File: config.mk
export PLATFORM = sky130hd
export DESIGN_NAME = immediate_operand_coder
export DESIGN_NICKNAME = d
export VERILOG_FILES = /design/src/sv/ioc_pkg.sv /design/src/sv/immediate_operand_coder.sv
export SDC_FILE = /design/constraint.sdc
export NUM_CORES = 1
export LEC_CHECK = 0
export BUFFER_PORTS_ARGS = -buffer_cell sky130_fd_sc_hd__buf_4
export CORE_UTILIZATION = 35
export CTS_CLUSTER_DIAMETER = 40
export DETAILED_ROUTE_END_ITERATION = 12
export PLACE_DENSITY = 0.63
export SYNTH_ARGS = -nofsm -noshare
export SYNTH_HDL_FRONTEND = slang
export SYNTH_SLANG_ARGS = --single-unit
File: constraint.sdc
create_clock -name clock -period 3.5 [get_ports clock]
set_input_delay 0.7 -clock clock [delete_from_list [all_inputs] [get_ports clock]]
set_output_delay 0.7 -clock clock [all_outputs]
set_load 0.02 [all_outputs]
File: src/sv/ioc_pkg.sv
// Shared types and constants for the immediate operand coder.
package ioc_pkg;

   localparam int KIND_W   = 2;
   localparam int VALUE_W  = 64;
   localparam int CODING_W = 34;
   localparam int AL_W     = 33;
   localparam int PACK_W   = 28;

   typedef enum logic [KIND_W-1:0] {
      KIND_SHORT_V1 = 2'd0,
      KIND_SHORT_V2 = 2'd1,
      KIND_MAX_LEN  = 2'd2
   } kind_type;

   typedef enum logic [1:0] {
      ALIGN_NONE  = 2'b00,
      ALIGN_STEP1 = 2'b01,
      ALIGN_STEP2 = 2'b10,
      ALIGN_HALF  = 2'b11
   } align_type;

   localparam logic [2:0] LEN_REALIGN_SHORT = 3'd5;
   localparam logic [2:0] LEN_REALIGN_LONG  = 3'd6;
   localparam logic [2:0] LEN_FULL          = 3'd3;

endpackage

File: src/sv/immediate_operand_coder.sv
// Immediate operand coder: input register, single-pass encode, result register.
// A taken transfer passes through the input register, then the result register.
// Throughput: one item per cycle; busy is held low, as the encode path is one pass.
// The rate is set by the single combinational pass between input and result registers.
// Reset clears the input and result strobes; payload registers are not reset.
module immediate_operand_coder (
   input  logic                          clock,
   input  logic                          reset,
   input  logic                          start,
   output logic                          busy,
   input  logic [ioc_pkg::KIND_W-1:0]    req_kind,
   input  logic signed [ioc_pkg::VALUE_W-1:0] req_value,
   output logic                          rsp_strobe,
   output logic [ioc_pkg::CODING_W-1:0]  rsp_coding,
   output logic                          rsp_valid_res
);
   import ioc_pkg::*;

   logic                       req_valid_ff;
   kind_type                   req_kind_ff;
   logic signed [VALUE_W-1:0]  req_value_ff;

   logic                       rsp_strobe_ff;
   logic [CODING_W-1:0]        rsp_coding_ff;
   logic                       rsp_valid_res_ff;
   logic [CODING_W-1:0]        rsp_coding_in;
   logic                       rsp_valid_res_in;

   logic                       in_range;
   logic signed [AL_W-1:0]     x;
   logic signed [AL_W-1:0]     x_sh1;
   logic signed [AL_W-1:0]     x_sh2;
   logic signed [AL_W-1:0]     al;
   logic signed [AL_W-1:0]     w;
   align_type                  abits;
   logic                       use_half;
   logic                       neg;
   logic [PACK_W-1:0]          pack_val;
   logic [PACK_W-1:0]          pack_val_re;
   logic [2:0]                 len;
   logic                       len_ok;
   logic                       realign;
   logic [CODING_W-1:0]        n_short;
   logic                       max_fits;

   assign busy = 1'b0;

   always_ff @(posedge clock) begin
      if (reset) begin
         req_valid_ff <= 1'b0;
      end else begin
         req_valid_ff <= start;
      end
      if (start) begin
         req_kind_ff  <= kind_type'(req_kind);
         req_value_ff <= req_value;
      end
   end

   always_comb begin
      in_range = (&req_value_ff[VALUE_W-1:AL_W-1]) | (~|req_value_ff[VALUE_W-1:AL_W-1]);
      x        = req_value_ff[AL_W-1:0];
      x_sh1    = x >>> 2;
      x_sh2    = x >>> 4;
      use_half = (req_kind_ff != KIND_SHORT_V2) &&
                 ((x[15:0] == 16'h0000) || (x[15:0] == 16'hFFFF));

      priority if (use_half) begin
         al    = x >>> 15;
         abits = ALIGN_HALF;
      end else if (!((x[2:0] == 3'b000) || (x[2:0] == 3'b111))) begin
         al    = x;
         abits = ALIGN_NONE;
      end else if (!((x_sh1[2:0] == 3'b000) || (x_sh1[2:0] == 3'b111))) begin
         al    = x_sh1;
         abits = ALIGN_STEP1;
      end else begin
         al    = x_sh2;
         abits = ALIGN_STEP2;
      end

      w        = al >>> 4;
      neg      = w[AL_W-1];
      pack_val = {al[3:0], w[7:0], w[15:8], w[23:16]};

      len_ok = 1'b1;
      priority if ((&w) || (~|w)) begin
         len = 3'd0;
      end else if ((&w[AL_W-1:8]) || (~|w[AL_W-1:8])) begin
         len = 3'd1;
      end else if ((&w[AL_W-1:16]) || (~|w[AL_W-1:16])) begin
         len = 3'd2;
      end else if ((&w[AL_W-1:24]) || (~|w[AL_W-1:24])) begin
         len = LEN_FULL;
      end else begin
         len    = 3'd0;
         len_ok = 1'b0;
      end

      realign     = (req_kind_ff == KIND_SHORT_V2) && (len == LEN_FULL) && len_ok &&
                    !neg && (abits == ALIGN_STEP2) && (pack_val[23:16] == 8'h00);
      pack_val_re = {pack_val[27:24], pack_val[7:0], pack_val[15:8], 8'h00};
      if (realign) begin
         len = (pack_val[15:8] != 8'h00) ? LEN_REALIGN_LONG : LEN_REALIGN_SHORT;
      end

      n_short = {1'b1, neg, abits, 2'b00, (realign ? pack_val_re : pack_val)};
      n_short[30:28] = n_short[30:28] | len;

      max_fits = (&al[AL_W-1:PACK_W]) || (~|al[AL_W-1:PACK_W]);

      rsp_coding_in    = '0;
      rsp_valid_res_in = 1'b0;
      if (in_range) begin
         unique case (req_kind_ff)
            KIND_SHORT_V1, KIND_SHORT_V2: begin
               priority if (~|x) begin
                  rsp_valid_res_in = 1'b1;
               end else if (&x) begin
                  rsp_coding_in    = {2'b01, {(CODING_W-2){1'b0}}};
                  rsp_valid_res_in = 1'b1;
               end else if (len_ok) begin
                  rsp_coding_in    = n_short;
                  rsp_valid_res_in = 1'b1;
               end else begin
                  rsp_valid_res_in = 1'b0;
               end
            end
            KIND_MAX_LEN: begin
               if (max_fits) begin
                  rsp_coding_in    = {1'b1, neg, abits, 2'b11, pack_val};
                  rsp_valid_res_in = 1'b1;
               end
            end
            default: begin
               rsp_valid_res_in = 1'b0;
            end
         endcase
      end
   end

   always_ff @(posedge clock) begin
      if (reset) begin
         rsp_strobe_ff <= 1'b0;
      end else begin
         rsp_strobe_ff <= req_valid_ff;
      end
      if (req_valid_ff) begin
         rsp_coding_ff    <= rsp_coding_in;
         rsp_valid_res_ff <= rsp_valid_res_in;
      end
   end

   assign rsp_strobe    = rsp_strobe_ff;
   assign rsp_coding    = rsp_coding_ff;
   assign rsp_valid_res = rsp_valid_res_ff;

endmodule

==> impl_metrics.toml <==
[grt]
grt_pass1_wl_mm = 20.6
grt_pass1_vias = 3993
grt_usage_pct = 18.4
grt_max_degree = 68
grt_overflow = 0
antenna_found_initial = 0

[pwr]
p_comb_share_pct = 14.5
p_sw_share_pct = 25.5
p_clk_share_pct = 33.4
p_sw_uw = 753
design_power_total_mw = 2.95
total_leakage_power_nw = 2.29
peakVddDrop_uv = 233
p_per_area_nw_per_um2 = 461
pwr-share-seq_pct = 52.1
p_int_mw = 2.19

[timing]
final.setup.tns_ps = 0
setup_slack_ps = 92.1
final-hold-violation-count = 0
period_share_pct = 97.4
drv_slew = 0
worstMarginPinSlew_ps = 807
final.setup_skew_ps = 6.85
slew_headroom_pct = 46.2
finalSetupViolations = 0
fmax_mhz = 293
fin_crit_ps = 3410

[critical_path]
arrival_ps = 3490
crit_fanout = 20
path_class = "flop to flop"
cp-start-kind = "flop"
end_kind = "flop"
required_ps = 3580
rr_worst_depth = 9

[yosys]
avgSynthCellArea_um2 = 11.8
netlist_area_um2 = 4990
yosysSeqAreaShare_pct = 61.5
synthCells = 423
synth_nets = 492
async_flop_share_pct = 0
synth_ff_type = "edfxtp_1"
synth_seq_cells = 103
yosys_warnings = 0
synth.distinct_cells = 60
synth_enable_flop_cells = 101

[drt]
drt_iter0_markers = 354
drc_errors = 0
wl_per_cell_um = 18.3
ant_nets = 0
vias = 4059
drt_wl_total_mm = 13.2
first_pass_iters = 5
viasPerCell = 5.61

[floorplanning]
io_pins = 106
die-area_um2 = 14700
rows = 43
chipHeight_um = 121
die_w_um = 121
coreArea_um2 = 13900
start_util_pct = 36.0

[place]
dp_slack_ps = 144
place_hpwl_mm = 9.82
place.gp.congestion = 0.908
io_buffers = 104

[clock_tree]
clock_latency_ps = 350
numCtsBuffers = 9
clk_path_buf_depth = 2
cts-root-buf = "clkbuf_16"
clk_pin_slew_ps = 70
h-tree-depth = 3
tritoncts = "done"
clock-sinks = 103

[worst_hold_path]
holdPathStages = 2
hp-class = "input pin to flop"

[run]
maxCapViolCount = 0

[run_status]
status = "completed"

[final_layout]
fin_nets = 609
drive_above_1_share_pct = 31.3
antenna_cells = 0
fill_cells = 1267
final_util_pct = 46.1
synthToLayoutAreaGrowth_pct = 28.1
## sequential cells by signal, indices dropped and copies added (netlist names)
| name | cells |
|---|---|
| rsp_valid_res | 1 |
| rsp_strobe | 1 |
| req_kind_ff | 2 |
| rsp_coding | 34 |
| req_valid_ff | 1 |
| req_value_ff | 64 |
## worst paths after layout
check | start | endpoint | slack, ps
setup / recovery | req_value_ff[1] | rsp_coding[17] | 90
hold / removal | reset | rsp_strobe | 510
setup reg to reg | req_value_ff[1] | rsp_coding[17] | 90
hold reg to reg | req_kind_ff[0] | rsp_coding[32] | 760
## area by class of cell
| type | count | area, um^2 | area share (%) |
|---|---|---|---|
| Inverter | 8 | 30.0 | 0.469 |
| Sequential cell | 103 | 3070 | 48.0 |
| Clock inverter | 4 | 57.6 | 0.899 |
| Clock buffer | 10 | 229 | 3.58 |
| Multi-Input combinational cell | 289 | 1800 | 28.2 |
| Tap cell | 180 | 225 | 3.52 |
| Timing Repair Buffer | 129 | 981 | 15.3 |
## synth_stat cells, types with 2 or more instances
library cell | count | share of area (%)
inv_1 | 8 | 0.60
edfxtp_1 | 101 | 61
nor2b_1 | 2 | 0.25
nor3_1 | 6 | 0.60
o221ai_1 | 3 | 0.53
nand2_1 | 33 | 2.5
a31oi_1 | 6 | 0.75
nor2_1 | 55 | 4.1
nor4b_1 | 2 | 0.35
a211o_1 | 2 | 0.35
clkbuf_1 | 11 | 0.83
o211ai_1 | 2 | 0.30
o22ai_1 | 6 | 0.75
nor3b_1 | 3 | 0.45
nor3_2 | 2 | 0.40
nand3_1 | 6 | 0.60
o32ai_1 | 5 | 0.88
and3_1 | 3 | 0.38
o21ai_1 | 4 | 0.40
a22oi_1 | 4 | 0.60
o22a_1 | 12 | 2.1
nand2b_1 | 2 | 0.25
a21o_1 | 4 | 0.60
buf_2 | 7 | 0.70
o21a_1 | 7 | 1.1
nor4_1 | 21 | 2.6
dfxtp_1 | 2 | 0.80
or3_1 | 3 | 0.38
o221a_2 | 8 | 1.8
a211oi_1 | 2 | 0.30
a32oi_1 | 2 | 0.35
or2_2 | 6 | 0.75
a21oi_1 | 24 | 2.4
nand4_1 | 22 | 2.8
buf_6 | 4 | 0.90
o21ai_0 | 9 | 0.90
## logic make-up (layout without fill, tap and decap cells)
| group | Yosys count | count (layout) | synth area share (%) |
|---|---|---|---|
| buf+inv | 31 | 151 | 3.18 |
| flops | 103 | 103 | 61.5 |
| mux | 1 | 1 | 0.200 |
| simple gates | 175 | 175 | 18.1 |
| compound gates | 112 | 112 | 16.9 |
| other cells | 1 | 1 | 0.0751 |
## critical path, stage by stage, from the launching register on
cell	delay [ps]
edfxtp_1	550
or4_4	650
and2_4	270
o221a_2	330
a2111oi_4	360
nand4_2	200
o31a_1	380
o21ai_4	150
buf_12	150
o32ai_1	110
## layer usage
metal	global-route usage [%]	part of all wire [%]	wire length [um]
met4	8.26	3.1	404
met1	23.7	42	5610
met2	29.0	46	6110
met3	4.75	8.2	1080
met5	0	0	0
## through the flow
step                hold slack, ps  area (um^2)  std cells
global route                   501         6400        723
floorplan                      633         4990        423
CTS                            497         6360        722
detailed placement             760         6070        708
finish                         506         6400        723
global placement               743         6070        708
## power by group through the flow
stage                     Combinational, mW  Clock, mW  Sequential (mW)
after global placement                0.414          0             1.56
after detailed placement              0.412          0             1.56
after global routing                  0.461       1.05             1.55
after CTS                             0.414       1.01             1.53
final                                 0.426      0.984             1.54
after floorplan                       0.216          0             1.56
## what timing repair did
item | 4_1_cts | 5_1_grt
buffers inserted | 0 | 1
setup endpoints to repair | 0 | 5
gates resized for setup | 0 | 6
hold buffers | 0 | 0
## layout by cell type, fill, tap and decap left out, drive strengths merged, types with 7 or more instances in the layout
cell    instances
nand4          23
or2             7
o22a           12
buf           129
nor2           55
a21oi          24
edfxtp        101
nor4           21
nand2          34
o21a            7
clkbuf         10
o21ai          14
inv             9
nor3            8
o221a           9
Note: power is estimated with default switching activity, not from simulation.
